<file path="config.mk">
export PLATFORM = sky130hd
export DESIGN_NAME = ctfm_sat
export DESIGN_NICKNAME = d
export VERILOG_FILES = /design/src/rtl/core/ctfm_pkg.sv /design/src/rtl/core/ctfm_sat.sv
export SDC_FILE = /design/constraint.sdc
export NUM_CORES = 1
export LEC_CHECK = 0
export BUFFER_PORTS_ARGS = -buffer_cell sky130_fd_sc_hd__buf_2
export CORE_MARGIN = 1
export CORE_UTILIZATION = 36
export DETAILED_ROUTE_END_ITERATION = 8
export GPL_TIMING_DRIVEN = 0
export PLACE_DENSITY = 0.76
export SYNTH_ARGS = -nofsm -noshare
export SYNTH_HDL_FRONTEND = slang
export SYNTH_SLANG_ARGS = --single-unit
</file>
<file path="constraint.sdc">
create_clock -name clk -period 1.2 [get_ports clk]
set_input_delay 0.18 -clock clk [delete_from_list [all_inputs] [get_ports clk]]
set_output_delay 0.18 -clock clk [all_outputs]
set_load 0.01 [all_outputs]
</file>
<file path="src/rtl/core/ctfm_pkg.sv">
// Shared types and constants of the complex tensor multiply core.
// No dependencies; every module of the core imports it.
package ctfm_pkg;

  localparam int FIELD_W     = 64;
  localparam int HALF_W      = 32;
  localparam int N_IN_FIELDS = 9;
  localparam int N_COMP      = 3;
  localparam int N_TERMS     = N_COMP * N_COMP;
  localparam int IN_W        = N_IN_FIELDS * FIELD_W;
  localparam int OUT_W       = N_COMP * FIELD_W;

  // Pipeline stage positions
  localparam int N_STAGES = 5;
  localparam int STG_OPS  = 0;
  localparam int STG_MUL  = 1;
  localparam int STG_TERM = 2;
  localparam int STG_SUM  = 3;
  localparam int STG_OUT  = 4;

  typedef enum logic {
    TENSOR_SYM  = 1'b0,
    TENSOR_ANTI = 1'b1
  } tensor_mode_t;

  // Load enables of the two accumulation stages
  typedef struct packed {
    logic term;
    logic sum;
  } ctfm_sum_en_t;

endpackage

</file>
<file path="src/rtl/core/ctfm_sat.sv">
// Output stage for one result component: drops the fraction bits of both
// exact sums, saturates them and packs real-high, imaginary-low. Uses ctfm_pkg.
module ctfm_sat import ctfm_pkg::*; #(
  parameter int PART_WIDTH = 32,
  parameter int FRAC_BITS  = 24
) (
  input  logic                            clk,
  input  logic                            en,
  input  logic signed [2*PART_WIDTH+3:0]  s_re,
  input  logic signed [2*PART_WIDTH+3:0]  s_im,
  output logic [FIELD_W-1:0]              h
);

  localparam int S_W = 2 * PART_WIDTH + 4;
  localparam logic signed [S_W-1:0] MAXV = {{(S_W-PART_WIDTH+1){1'b0}},
                                            {(PART_WIDTH-1){1'b1}}};
  localparam logic signed [S_W-1:0] MINV = {{(S_W-PART_WIDTH+1){1'b1}},
                                            {(PART_WIDTH-1){1'b0}}};

  logic [FIELD_W-1:0] h_r;

  // Floor shift, clamp to the part range, sign-extend to a half
  function automatic logic [HALF_W-1:0] sat_part(input logic signed [S_W-1:0] s);
    logic signed [S_W-1:0]        sh;
    logic signed [PART_WIDTH-1:0] p;
    sh = s >>> FRAC_BITS;
    if (sh > MAXV) begin
      p = MAXV[PART_WIDTH-1:0];
    end else if (sh < MINV) begin
      p = MINV[PART_WIDTH-1:0];
    end else begin
      p = sh[PART_WIDTH-1:0];
    end
    return HALF_W'(p);
  endfunction

  always_ff @(posedge clk) begin
    if (en) begin
      h_r <= {sat_part(s_re), sat_part(s_im)};
    end
  end

  assign h = h_r;

endmodule

</file>
==> out/metrics.yaml <==
status: "completed"
p_leak_nw: 1.81
syn_to_final_growth_pct: 44.4
hold_violations: 0
rows: 30
n_antenna_cell: 0
worst_slew_pin_slew_ns: 0.797
core-area_um2: 6980
wirelength_um: 5580
hold_depth: 2
seq_area_frac_synth_pct: 72.2
period_share_pct: 91.9
grt_pass1_wl_um: 8510
gp_congestion: 0.760
p_per_area_nw_per_um2: 1470
syn_area_um2: 2660
drcViolationCount: 0
grt-ovfl-total: 0
cts-hold-fix-buffers: 0
cts.sinks: 64
ios: 202
fmax_mhz: 906
largest_reg_flops: 64
synth_largest_area_cell: "edfxtp_1"
drt-vias-per-instance: 4.64
final_max_slew_viol_count: 0
drt_iter0_drc: 41
cp.arrival_ns: 1.18
grt.total_usage_pct: 14.7
dp_hpwl_um: 4150
cts.path.max_buffers: 2
worstSetupPathType: "in2reg"
cp.required_ns: 1.27
avgRoutedWirePerCell_um: 13.3
drtPass1Iterations: 4
cts-root-buf: "clkbuf_8"
final_cell_mix: "152 x buf_2, 64 x edfxtp_1, 62 x a21o_1, 12 x buf_6, 9 x clkbuf_8"
relSlewSlack_pct: 46.8
min_path_type: "in2reg"
layout-drive-gt1-share_pct: 58.5
path_max_fanout: 10
cap_violations: 0
fin_nets: 458
die-area_um2: 7740
cts_max_level: 3
antenna_found_initial: 0
critPathLaunchType: "input port"
fin_crit_ns: 1.10
yosys-top-cells-area: "edfxtp_1 72%, a21o_1 17%, buf_6 5.1%"
die_y_um: 88.0
clk_pin_slew_ns: 0.07
cts_tree: "done"
cts_made_buffers: 9
fin_tns_setup_ns: 0
synth_top_area_share_pct: 72.2
synthCells: 156
endpoint_kind: "register"
rsz0062_at_grt: "false"
dp_slack_ns: -0.452
setup_viol: 0
ys_ff_latch: 64
initial_utilization_pct: 38.1
yosys_warnings: 0
ys_types: 8
final_common_cell: "buf_2"
synthesis.nets: 294
grt_max_degree: 65
dr_total_vias: 1954
syn_area_per_cell_um2: 17.1
antenna_left: 0
fillerInstances: 608
first_global_vias: 1923
setup_ws_ns: 0.0967
peakVddDrop_mv: 0.980
numPortBuffers: 153
die_w_um: 88.0
layout make-up:
type                            count  area, µm²  area share, %
Clock buffer                        9        124           3.22
Sequential cell                    64       1920           50.0
Timing Repair Buffer              153        768           20.0
Tap cell                           96        120           3.13
Buffer                             14        143           3.71
Multi-Input combinational cell     78        646           16.8
Clock inverter                      7        119           3.09
synthesized netlist by cell type, drive strengths merged:
master and number:
edfxtp 64, nor4 6, clkbuf 2, a31oi 2, nand4 6, buf 12
o31ai 2, a21o 62
metrics by stage:
step                      total power, mW  cell area, µm²  std cells  utilization, %  hold WS [ns]
after global routing                 5.88            3840        421            55.0        0.0961
after CTS                            5.72            3840        421            55.0         0.104
after detailed placement             3.51            3600        405            51.5         0.453
final                                5.64            3840        421            55.0         0.124
after global placement               3.49            3600        405            51.5         0.449
after floorplan                      3.09            2710        156               -         0.292
routing by layer:
metal	up-vias	track usage, %	share of wire [%]
met5	-	0	0
met2	92	24.7	50
met1	901	17.2	40
li1	952	-	-
met3	9	4.81	8.0
met4	0	6.41	1.5
power by group:
group          internal [mW]  switching (mW)
registers               2.68          0.0424
clock network           1.38           0.807
logic                  0.353           0.374
critical path: stages:
cell	delay [ns]
buf_2	0.11
nor4_2	0.31
a31oi_2	0.22
buf_6	0.20
a21o_1	0.15
kinds of logic after synthesis:
group	count (synthesis)	synth area share (%)
buffers and inverters	14	5.36
AND/OR/NAND/NOR	12	2.82
AO/OA/AOI/OAI	66	19.6
flip-flops	64	72.2
timing repair:
action / CTS / global route
endpoints found under the setup margin: 64 / 0
resized for setup: 1 / 0
buffers inserted: 0 / 0
worst paths after layout:
kind / startpoint / to / slack (ns)
worst max-delay path: s_re[63] / h[33]$_SDFFCE_PN1P_ / 0.1
worst min-delay path: s_re[31] / h[39]$_SDFFCE_PN1P_ / 0.12
(Power assumes the default switching activity.)
