--- config.mk ---
export PLATFORM = sky130hd
export DESIGN_NAME = ctfm_sum
export DESIGN_NICKNAME = d
export VERILOG_FILES = /design/src/rtl/core/ctfm_pkg.sv /design/src/rtl/core/ctfm_sum.sv
export SDC_FILE = /design/constraint.sdc
export NUM_CORES = 2
export LEC_CHECK = 0
export BUFFER_PORTS_ARGS = -buffer_cell sky130_fd_sc_hd__buf_2
export CAP_MARGIN = 20
export CORE_AREA = 2 2 358 360
export DETAILED_ROUTE_END_ITERATION = 7
export DIE_AREA = 0 0 360 362
export PLACE_DENSITY = 0.59
export SYNTH_ARGS = -nofsm -noshare
export SYNTH_HDL_FRONTEND = slang
export SYNTH_SLANG_ARGS = --single-unit
--- constraint.sdc ---
create_clock -name clk -period 10.8 [get_ports clk]
set_input_delay 1.08 -clock clk [delete_from_list [all_inputs] [get_ports clk]]
set_output_delay 1.08 -clock clk [all_outputs]
set_load 0.05 [all_outputs]
--- src/rtl/core/ctfm_pkg.sv ---
// Shared types and constants of the complex tensor multiply core.
// No dependencies; every module of the core imports it.
package ctfm_pkg;

  localparam int FIELD_W     = 64;
  localparam int HALF_W      = 32;
  localparam int N_IN_FIELDS = 9;
  localparam int N_COMP      = 3;
  localparam int N_TERMS     = N_COMP * N_COMP;
  localparam int IN_W        = N_IN_FIELDS * FIELD_W;
  localparam int OUT_W       = N_COMP * FIELD_W;

  // Pipeline stage positions
  localparam int N_STAGES = 5;
  localparam int STG_OPS  = 0;
  localparam int STG_MUL  = 1;
  localparam int STG_TERM = 2;
  localparam int STG_SUM  = 3;
  localparam int STG_OUT  = 4;

  typedef enum logic {
    TENSOR_SYM  = 1'b0,
    TENSOR_ANTI = 1'b1
  } tensor_mode_t;

  // Load enables of the two accumulation stages
  typedef struct packed {
    logic term;
    logic sum;
  } ctfm_sum_en_t;

endpackage

--- src/rtl/core/ctfm_sum.sv ---
// Accumulation for one result component: combines partial products into
// complex terms, then adds the three terms exactly. Uses ctfm_pkg.
module ctfm_sum import ctfm_pkg::*; #(
  parameter int PART_WIDTH = 32
) (
  input  logic                            clk,
  input  ctfm_sum_en_t                    en,
  input  logic signed [2*PART_WIDTH:0]    rr [N_COMP],
  input  logic signed [2*PART_WIDTH:0]    ii [N_COMP],
  input  logic signed [2*PART_WIDTH:0]    ir [N_COMP],
  input  logic signed [2*PART_WIDTH:0]    ri [N_COMP],
  output logic signed [2*PART_WIDTH+3:0]  s_re,
  output logic signed [2*PART_WIDTH+3:0]  s_im
);

  localparam int T_W = 2 * PART_WIDTH + 2;
  localparam int S_W = 2 * PART_WIDTH + 4;

  logic signed [T_W-1:0] t_re_r [N_COMP];
  logic signed [T_W-1:0] t_im_r [N_COMP];
  logic signed [S_W-1:0] s_re_r, s_im_r;

  // Complex product of each term
  always_ff @(posedge clk) begin
    if (en.term) begin
      for (int k = 0; k < N_COMP; k++) begin
        t_re_r[k] <= T_W'(rr[k]) - T_W'(ii[k]);
        t_im_r[k] <= T_W'(ir[k]) + T_W'(ri[k]);
      end
    end
  end

  // Sum the three terms of the row
  always_ff @(posedge clk) begin
    if (en.sum) begin
      s_re_r <= S_W'(t_re_r[0]) + S_W'(t_re_r[1]) + S_W'(t_re_r[2]);
      s_im_r <= S_W'(t_im_r[0]) + S_W'(t_im_r[1]) + S_W'(t_im_r[2]);
    end
  end

  assign s_re = s_re_r;
  assign s_im = s_im_r;

endmodule

==> impl_metrics.py <==
metrics = {
    "outcome": {
        "status": "complete, no violations",
    },
    "placed_design": {
        "post-place-ws_ps": 5584,
        "place_congestion": 0.9536,
        "io_buffers": 918,
        "placed_cells_incl_taps": 7759,
        "hpwl_mm": 157.9,
    },
    "setup_path": {
        "cp_slowest_stage_delay_ps": 540,
        "worstPathRequired_ps": 11160,
        "cp_common_cell": "a21oi_1",
        "path_cells": "fa_1, ha_1, inv_1, fa_1, nand2b_1, a21oi_1, o2111ai_1, a21oi_1, nor2_1, o21ai_0, a211o_1, a21oi_1, o21ai_0, a21oi_1, xnor2_1",
        "cp_top_family": "compound AO/OA/AOI/OAI gates",
        "worstPathArrival_ps": 5290,
        "cp_slowest_cell": "fa_1",
        "path_class": "flip-flop to flip-flop",
        "critPathLaunchType": "flip-flop",
        "cp_num_buf_inv": 1,
        "cp-end-kind": "flip-flop",
        "r2r-start": "t_re_r[0][67]",
        "critPathMaxFanout": 4,
        "crit_path_start": "t_re_r[0][67]",
    },
    "die": {
        "fp.dieH_um": 362,
        "fp.dieW_um": 360,
        "num_rows": 131,
        "core_um2": 126700,
        "dieArea_um2": 130300,
        "num_io_pins": 919,
        "initial_utilization_pct": 39.06,
    },
    "yosys": {
        "syn_inst": 5352,
        "synth_edf_count": 532,
        "seq_area_frac_synth_pct": 32.28,
        "synth_area_um2": 49490,
        "synth-seq-cells": 532,
        "synth_flop_cell": "edfxtp_1",
        "synthArstFlopShare_pct": 0,
        "syn_nets": 6797,
        "synth.distinct_cells": 97,
        "ys_warn_count": 0,
        "synth_area_per_cell_um2": 9.247,
    },
    "clock_network": {
        "cts_buffer_depth": 3,
        "htree_levels": 3,
        "post_cts_buffers": 0,
        "cts_tree": "yes",
        "cts.root.buffer_cell": "clkbuf_16",
        "hold_buffers": 0,
        "clock-sinks": 532,
        "clk_pin_slew_ps": 60,
        "clock_latency_ps": 660,
        "cts_resized": 0,
        "cts_made_buffers": 69,
    },
    "detailed_routing": {
        "vias": 45010,
        "wl_per_cell_um": 23.65,
        "ant_nets": 0,
        "wl_mm": 186.9,
        "drt-initial-drc-count": 3592,
        "drc_errors": 0,
        "vias_per_cell": 5.695,
        "first_pass_iters": 8,
    },
    "power": {
        "fin_total_pwr_mw": 13.28,
        "p_leak_nw": 25.75,
        "irDropWorstVdd_uv": 126.4,
        "power.density_nw_per_um2": 228.9,
    },
    "timing": {
        "finalSetupTns_ps": 0,
        "finalSetupViolCount": 0,
        "rsz0062_at_grt": "no",
        "worst_slack_ps": 5874,
        "fin_crit_sh_pct": 45.62,
        "finClkSkew_ps": 38.41,
        "relSlewSlack_pct": 33.42,
        "period_minus_slack_ps": 4926,
        "hold_viol_final": 0,
        "drv_slew": 0,
        "fmaxAchievable_ghz": 0.2030,
        "tightest_slew_ps": 998.7,
    },
    "global_route": {
        "first_global_vias": 43960,
        "grt_max_degree": 141,
        "grtUsageTotal_pct": 27.56,
        "grt_overflow": 0,
        "grt_pass1_wl_mm": 272.1,
        "antenna_found_initial": 36,
    },
    "finish": {
        "drive_gt1_share_pct": 17.74,
        "nets": 7613,
        "area_growth_pct": 17.19,
        "stdcell_count": 7903,
    },
    "flow_run": {
        "drv_cap": 0,
    },
    "hold_path": {
        "hold_class": "flip-flop to flip-flop",
        "min-delay-start": "t_re_r[0][133]",
    },
}
## registers in the layout, summed over array words and instances (netlist names)
name,flops
t_re_r,198
s_re,68
s_im,68
t_im_r,198
## cells by family (layout without fill, tap and decap cells)
kind of cell	after synthesis	in the layout	synth area share [%]
buffers and inverters	552	1423	4.230
xor gates and xnor gates	481	481	8.512
muxes	6	6	0.1239
DFF	532	532	32.28
and+or+nand+nor	1319	1319	12.64
adders and majority gates	662	662	18.86
other	0	18	0
AOI/OAI and AO/OA	1800	1800	23.36
## worst register-to-register path, stage by stage, from the launching register on
cell and delay [ps]:
edfxtp_1 450, fa_1 540, ha_1 210, inv_1 80, fa_1 470, nand2b_1 190, a21oi_1 280, o2111ai_1 260
a21oi_1 400, nor2_1 200, o21ai_0 450, a211o_1 310, a21oi_1 160, o21ai_0 310, a21oi_1 190, xnor2_1 160
## layer usage
metal,GRT usage (%),up-vias,routed length [µm]
li1,-,21380,-
met1,36.08,21700,80200
met2,46.99,1675,89070
met3,3.695,241,11670
met4,8.922,14,5876
met5,0,-,96
## cell usage in the layout (no fill, tap or decap), types with 13 or more instances in the layout
master,netlist,routed
fa_1,140,140
nor2_1,346,346
o31ai_1,36,36
or3_1,17,17
and2_1,35,35
and4_1,13,13
nand3_1,109,109
a21boi_0,29,29
nand2b_1,40,40
o211ai_1,26,26
o21bai_1,116,116
o21ai_1,23,23
or2_2,13,13
clkbuf_16,0,70
xor2_1,159,159
nand4_1,126,126
a221oi_1,20,20
o21ai_0,297,297
a211o_1,19,19
edfxtp_1,532,532
nor3_1,73,73
a21o_1,281,281
diode_2,0,18
a21oi_1,618,618
xnor2_1,322,322
ha_1,522,522
inv_1,369,369
nand2_1,398,398
buf_2,14,916
nor4_1,32,32
a31oi_1,66,66
nor2b_1,48,48
a211oi_1,46,46
and3_1,42,42
o21a_1,59,59
## area by class of cell
cell class / count / area, µm²
well taps: 1662 / 2079
flip-flops and latches: 532 / 15980
clock buffers: 76 / 1774
repair buffers: 928 / 4698
clock inverters: 50 / 618.1
inverters: 369 / 1385
diodes: 18 / 45.04
fillers: 12390 / 68700
multi-input cells: 4268 / 31420
## path summary, 6_finish.rpt
path | slack (ps) | endpoint | depth (start not counted)
worst min register to register | 740 | s_re[1] | 2
worst max register to register | 5870 | s_re[61] | 15
worst max-delay path | 5870 | s_re[61] | 15
worst min-delay path | 740 | s_re[1] | 2
## report_power, final
part           leakage (nW)  internal, mW  switching (mW)
Clock                  1.15          1.49            1.01
Combinational          19.4          2.55            4.69
Sequential             5.21          3.17           0.380
## synthesized netlist by cell type, types with 7 or more instances
master	instances	area (µm²)
a31o_2	10	87.58
nand2b_1	40	250.2
ha_1	522	6531
and2_1	35	219.0
xnor2_1	322	2820
a21o_1	281	2110
o2111ai_1	9	78.83
o21ai_0	297	1486
a221o_1	9	90.09
nand4_1	126	788.3
fa_1	140	2803
nand2_1	398	1494
edfxtp_1	532	15980
a21boi_0	29	217.7
a31oi_1	66	412.9
o31ai_1	36	270.3
a21oi_1	618	3093
nor2b_1	48	300.3
nand3_1	109	545.5
a211o_1	19	166.4
nor3_1	73	365.4
and3_1	42	262.8
a211oi_1	46	345.3
o211ai_1	26	195.2
a41oi_1	12	105.1
clkbuf_1	165	619.3
xor2_1	159	1393
o22ai_1	7	43.79
a221oi_1	20	175.2
or2_2	13	81.33
and4_1	13	113.9
o21bai_1	116	870.8
or3_1	17	106.4
a2111oi_0	10	87.58
nor2_1	346	1299
buf_2	14	70.07
o21ai_1	23	115.1
o31a_1	12	105.1
o21a_1	59	442.9
nor4_1	32	200.2
inv_1	369	1385
## through the flow
step	utilization, %	hold WS (ps)	cell area (µm²)
2_1_floorplan	-	680.3	49490
3_3_place_gp	43.85	693.1	55560
3_5_place_dp	43.85	720.6	55560
4_1_cts	45.74	694.4	57950
5_1_grt	45.77	728.7	57990
6_report	45.78	737.8	58000
No activity file was read; power rests on OpenSTA's default activity.
