### config.mk
export PLATFORM = sky130hd
export DESIGN_NAME = ctfm_opsel
export DESIGN_NICKNAME = d
export VERILOG_FILES = /design/src/rtl/core/ctfm_pkg.sv /design/src/rtl/core/ctfm_opsel.sv
export SDC_FILE = /design/constraint.sdc
export NUM_CORES = 1
export LEC_CHECK = 0
export BUFFER_PORTS_ARGS = -buffer_cell sky130_fd_sc_hd__buf_2
export CORE_AREA = 2 2 534 536
export CTS_CLUSTER_DIAMETER = 80
export DETAILED_ROUTE_END_ITERATION = 10
export DIE_AREA = 0 0 536 538
export SETUP_SLACK_MARGIN = 0.02
export SYNTH_ARGS = -nofsm -noshare
export SYNTH_HDL_FRONTEND = slang
export SYNTH_SLANG_ARGS = --single-unit
### constraint.sdc
create_clock -name clk -period 3 [get_ports clk]
set_clock_uncertainty 0.2 [all_clocks]
set_input_delay 0.6 -clock clk [delete_from_list [all_inputs] [get_ports clk]]
set_output_delay 0.6 -clock clk [all_outputs]
set_load 0.01 [all_outputs]
### src/rtl/core/ctfm_pkg.sv
// Shared types and constants of the complex tensor multiply core.
// No dependencies; every module of the core imports it.
package ctfm_pkg;

  localparam int FIELD_W     = 64;
  localparam int HALF_W      = 32;
  localparam int N_IN_FIELDS = 9;
  localparam int N_COMP      = 3;
  localparam int N_TERMS     = N_COMP * N_COMP;
  localparam int IN_W        = N_IN_FIELDS * FIELD_W;
  localparam int OUT_W       = N_COMP * FIELD_W;

  // Pipeline stage positions
  localparam int N_STAGES = 5;
  localparam int STG_OPS  = 0;
  localparam int STG_MUL  = 1;
  localparam int STG_TERM = 2;
  localparam int STG_SUM  = 3;
  localparam int STG_OUT  = 4;

  typedef enum logic {
    TENSOR_SYM  = 1'b0,
    TENSOR_ANTI = 1'b1
  } tensor_mode_t;

  // Load enables of the two accumulation stages
  typedef struct packed {
    logic term;
    logic sum;
  } ctfm_sum_en_t;

endpackage

### src/rtl/core/ctfm_opsel.sv
// Operand stage: unpacks the tensor and vector parts of one request and
// forms the nine signed tensor operands for the current mode. Uses ctfm_pkg.
module ctfm_opsel import ctfm_pkg::*; #(
  parameter int PART_WIDTH = 32
) (
  input  logic                          clk,
  input  logic                          en,
  input  tensor_mode_t                  mode,
  input  logic [IN_W-1:0]               tdata,
  output logic signed [PART_WIDTH:0]    n_re [N_TERMS],
  output logic signed [PART_WIDTH:0]    n_im [N_TERMS],
  output logic signed [PART_WIDTH-1:0]  m_re [N_COMP],
  output logic signed [PART_WIDTH-1:0]  m_im [N_COMP]
);

  localparam int OP_W   = PART_WIDTH + 1;
  localparam int FLD_MX = 6;

  typedef enum logic [1:0] {
    ANTI_ZERO,
    ANTI_POS,
    ANTI_NEG
  } anti_t;

  // Tensor component feeding each term, row-major over the result
  localparam int TERM_N [N_TERMS] = '{0, 1, 2, 1, 3, 4, 2, 4, 5};
  // Sign of each term in antisymmetric mode
  localparam anti_t TERM_ANTI [N_TERMS] = '{ANTI_ZERO, ANTI_POS,  ANTI_POS,
                                            ANTI_NEG,  ANTI_ZERO, ANTI_POS,
                                            ANTI_NEG,  ANTI_NEG,  ANTI_ZERO};

  logic signed [PART_WIDTH-1:0] f_re [N_IN_FIELDS];
  logic signed [PART_WIDTH-1:0] f_im [N_IN_FIELDS];
  logic signed [OP_W-1:0]       n_re_nxt [N_TERMS];
  logic signed [OP_W-1:0]       n_im_nxt [N_TERMS];
  logic signed [OP_W-1:0]       n_re_r   [N_TERMS];
  logic signed [OP_W-1:0]       n_im_r   [N_TERMS];
  logic signed [PART_WIDTH-1:0] m_re_r   [N_COMP];
  logic signed [PART_WIDTH-1:0] m_im_r   [N_COMP];

  // Take the low part bits of each half; upper half bits are ignored
  for (genvar f = 0; f < N_IN_FIELDS; f++) begin : g_unpack
    assign f_re[f] = tdata[f*FIELD_W + HALF_W +: PART_WIDTH];
    assign f_im[f] = tdata[f*FIELD_W +: PART_WIDTH];
  end

  // Select, zero or negate the tensor operand of each term
  for (genvar t = 0; t < N_TERMS; t++) begin : g_term
    logic signed [OP_W-1:0] nr;
    logic signed [OP_W-1:0] ni;
    assign nr = OP_W'(f_re[TERM_N[t]]);
    assign ni = OP_W'(f_im[TERM_N[t]]);

    always_comb begin
      n_re_nxt[t] = nr;
      n_im_nxt[t] = ni;
      if (mode == TENSOR_ANTI) begin
        case (TERM_ANTI[t])
          ANTI_ZERO: begin
            n_re_nxt[t] = '0;
            n_im_nxt[t] = '0;
          end
          ANTI_NEG: begin
            n_re_nxt[t] = -nr;
            n_im_nxt[t] = -ni;
          end
          default: begin
            n_re_nxt[t] = nr;
            n_im_nxt[t] = ni;
          end
        endcase
      end
    end
  end

  // Hold operands while the next stage is stalled
  always_ff @(posedge clk) begin
    if (en) begin
      n_re_r <= n_re_nxt;
      n_im_r <= n_im_nxt;
      for (int k = 0; k < N_COMP; k++) begin
        m_re_r[k] <= f_re[FLD_MX + k];
        m_im_r[k] <= f_im[FLD_MX + k];
      end
    end
  end

  assign n_re = n_re_r;
  assign n_im = n_im_r;
  assign m_re = m_re_r;
  assign m_im = m_im_r;

endmodule

==> flow_summary.yaml <==
power:
  ir_drop_mv: 0.468
  p_clk_frac: 0.403
  p_total_w: 0.0297
  switchingPower_w: 0.00821
  intPower_w: 0.0215
  power.density_nw_per_um2: 591
  switching_share: 0.276
  pwr-share-seq: 0.446
  p_leak_nw: 19.1
  pwr-share-comb: 0.151
sta:
  whs_ns: 0.0670
  fmax_mhz: 334
  drv_slew: 0
  period_share: 0.999
  maxSlewHeadroom: 0.495
  fin_crit_ns: 3.00
  setup_violations: 0
  grt_setup_unrepaired: "false"
  finalHoldViolations: 0
  worst_pin_slew_ns: 0.757
yosys:
  ys.flop_type: "edfxtp_1"
  syn_nets: 2178
  postSynthCellCount: 1593
  synth_top_area_frac: 0.807
  post-synth-top-count-cell: "edfxtp_1"
  yosysWarnings: 0
  seq_area_frac_synth: 0.807
  synth_top_cell_by_area: "edfxtp_1"
  async_flop_share: 0
  synth_commonest_cells: "edfxtp_1, nor2b_1, xnor2_1, o21ai_0, nand2_1"
  yosys_register_bits: 768
  syn_area_sq_um: 28600
  synth.distinct_cells: 35
  synth_edf_count: 768
  synth_area_leaders: "edfxtp_1, xnor2_1, nor2b_1"
  avgSynthCellArea_sq_um: 17.9
floorplan:
  core_sq_um: 283000
  ios: 1365
  row_count: 196
  start_util: 0.101
  die-area_sq_um: 288000
  fp.dieH_um: 538
  die_x_um: 536
place:
  gp_congestion: 0.904
  dp_hpwl_um: 189000
  port_buffers: 1364
cells_and_area:
  layout.nets: 4294
  syn_to_final_growth_pct: 76.0
  drive_gt1_frac: 0.450
  fin_util: 0.178
global_route:
  grt_pass1_wl_um: 263000
  antenna_found_initial: 272
  grt_max_degree: 77
  grt_pass1_vias: 24600
  gr-total-overflow: 0
  grt_use_total: 0.142
critical_path:
  critical_path_arrival_ns: 3.32
  path_max_fanout: 3
  endpoint_kind: "flop"
  startpoint_type: "primary input"
  required_ns: 3.32
  crit_type: "in2reg"
routing:
  wl_um: 217000
  num_vias: 24800
  drc: 0
  drt_iter0_drc: 1625
  routed_via_density: 3.23
  wl_per_cell_um: 28.2
  antenna_left: 0
  drt_first_pass_iters: 5
clock_tree:
  tritoncts: "yes"
  numCtsBuffers: 102
  htreeDepth: 3
  clockRootBuffer: "clkbuf_16"
  clockBufferDepth: 4
  clkTransAtPathRegs_ns: 0.06
  clkSinkCount: 768
run:
  cap_viol_max_count: 0
run_status:
  outcome: "complete, no violations"
min_path:
  hold_path_class: "in2reg"
## timing repair
action / in CTS / in global routing
hold buffers: 553 / 0
setup endpoints to repair: 0 / 12
endpoints found under the hold margin: 715 / 0
buffers inserted: 0 / 3
resized for setup: 0 / 8
## power groups by stage
stage / clock (W) / sequential, W / combinational [W]
2_1_floorplan: 0 / 0.0138 / 0.000526
3_3_place_gp: 0 / 0.0135 / 0.00374
3_5_place_dp: 0 / 0.0135 / 0.00375
4_1_cts: 0.0124 / 0.0133 / 0.00459
5_1_grt: 0.0127 / 0.0133 / 0.00476
6_report: 0.0120 / 0.0132 / 0.00448
## cell families (layout without fill, tap and decap cells)
family | count (synthesis) | after routing | share of synthesized area
other | 0 | 114 | 0
muxes | 5 | 5 | 0.00175
buffers and inverters | 83 | 2279 | 0.0135
xor gates and xnor gates | 180 | 180 | 0.0552
and+or+nand+nor | 402 | 402 | 0.0835
adders and majority gates | 6 | 6 | 0.00263
AOI/OAI and AO/OA | 149 | 149 | 0.0363
DFF | 768 | 768 | 0.807
## metal layers
| metal | part of all wire | global-route usage | wire length (um) |
|---|---|---|---|
| met1 | 0.38 | 0.162 | 82800 |
| met2 | 0.46 | 0.233 | 99300 |
| met3 | 0.12 | 0.0680 | 25400 |
| met4 | 0.038 | 0.0441 | 8260 |
| met5 | 0.0034 | 0 | 742 |
## state kept, by name (all words and copies together), names as in the netlist
register,cells
m_re,96
m_im,96
n_im,288
n_re,288
## layout by cell type (no fill, tap or decap), drive strengths merged
master        synthesis  layout
or3b                  6       6
nand3b                5       5
inv                  18      30
o211ai                1       1
mux2i                 5       5
and3                  1       1
nand4                 5       5
dlygate4sd3           0     549
nor3b                 2       2
clkinvlp              0       7
o41ai                26      26
edfxtp              768     768
buf                  19    1524
diode                 0     114
dlymetal6s4s          0       4
clkbuf               46     109
nor4                 11      11
ha                    6       6
nor2b               192     192
and3b                 1       1
or3                  24      24
nor2                 11      11
bufinv                0       7
nand4b                3       3
or4                  28      28
o31ai                58      58
nor3                 18      18
nand2b                9       9
clkinv                0      49
or2                  12      12
nand3                19      19
xnor2               180     180
o21ai                64      64
nand2                55      55
## worst max-delay path: stages
cell,delay (ns)
dlygate4sd3_1,0.58
buf_2,0.15
or4_4,0.50
or4_4,0.46
or4_4,0.54
o41ai_4,0.37
xnor2_1,0.10
## path summary, 6_finish.rpt
path,slack (ns),cells past startpoint,end,start
max,0.002,7,n_im[55],tdata[262]
min,0.07,2,n_im[110],tdata[267]
## metrics by stage
stage / setup slack (ns) / cells / TNS (ns) / cell area, sq um
finish: 0.00159 / 7665 / 0 / 50300
global route: 0.0260 / 7599 / 0 / 50100
CTS: 0.0397 / 7550 / 0 / 49900
detailed placement: -0.284 / 6813 / -6.08 / 41200
global placement: -0.272 / 6813 / -5.89 / 41200
floorplan: 0.0253 / 1593 / 0 / 28600
## area by class of cell
class | instances | area [sq um]
diodes | 114 | 285
clock buffers | 109 | 2580
clock inverters | 75 | 654
fillers | 31100 | 233000
inverters | 18 | 67.6
multi-input cells | 742 | 5160
flip-flops and latches | 768 | 23100
well taps | 3762 | 4710
repair buffers | 2077 | 13800
No activity file was read; power rests on OpenSTA's default activity.
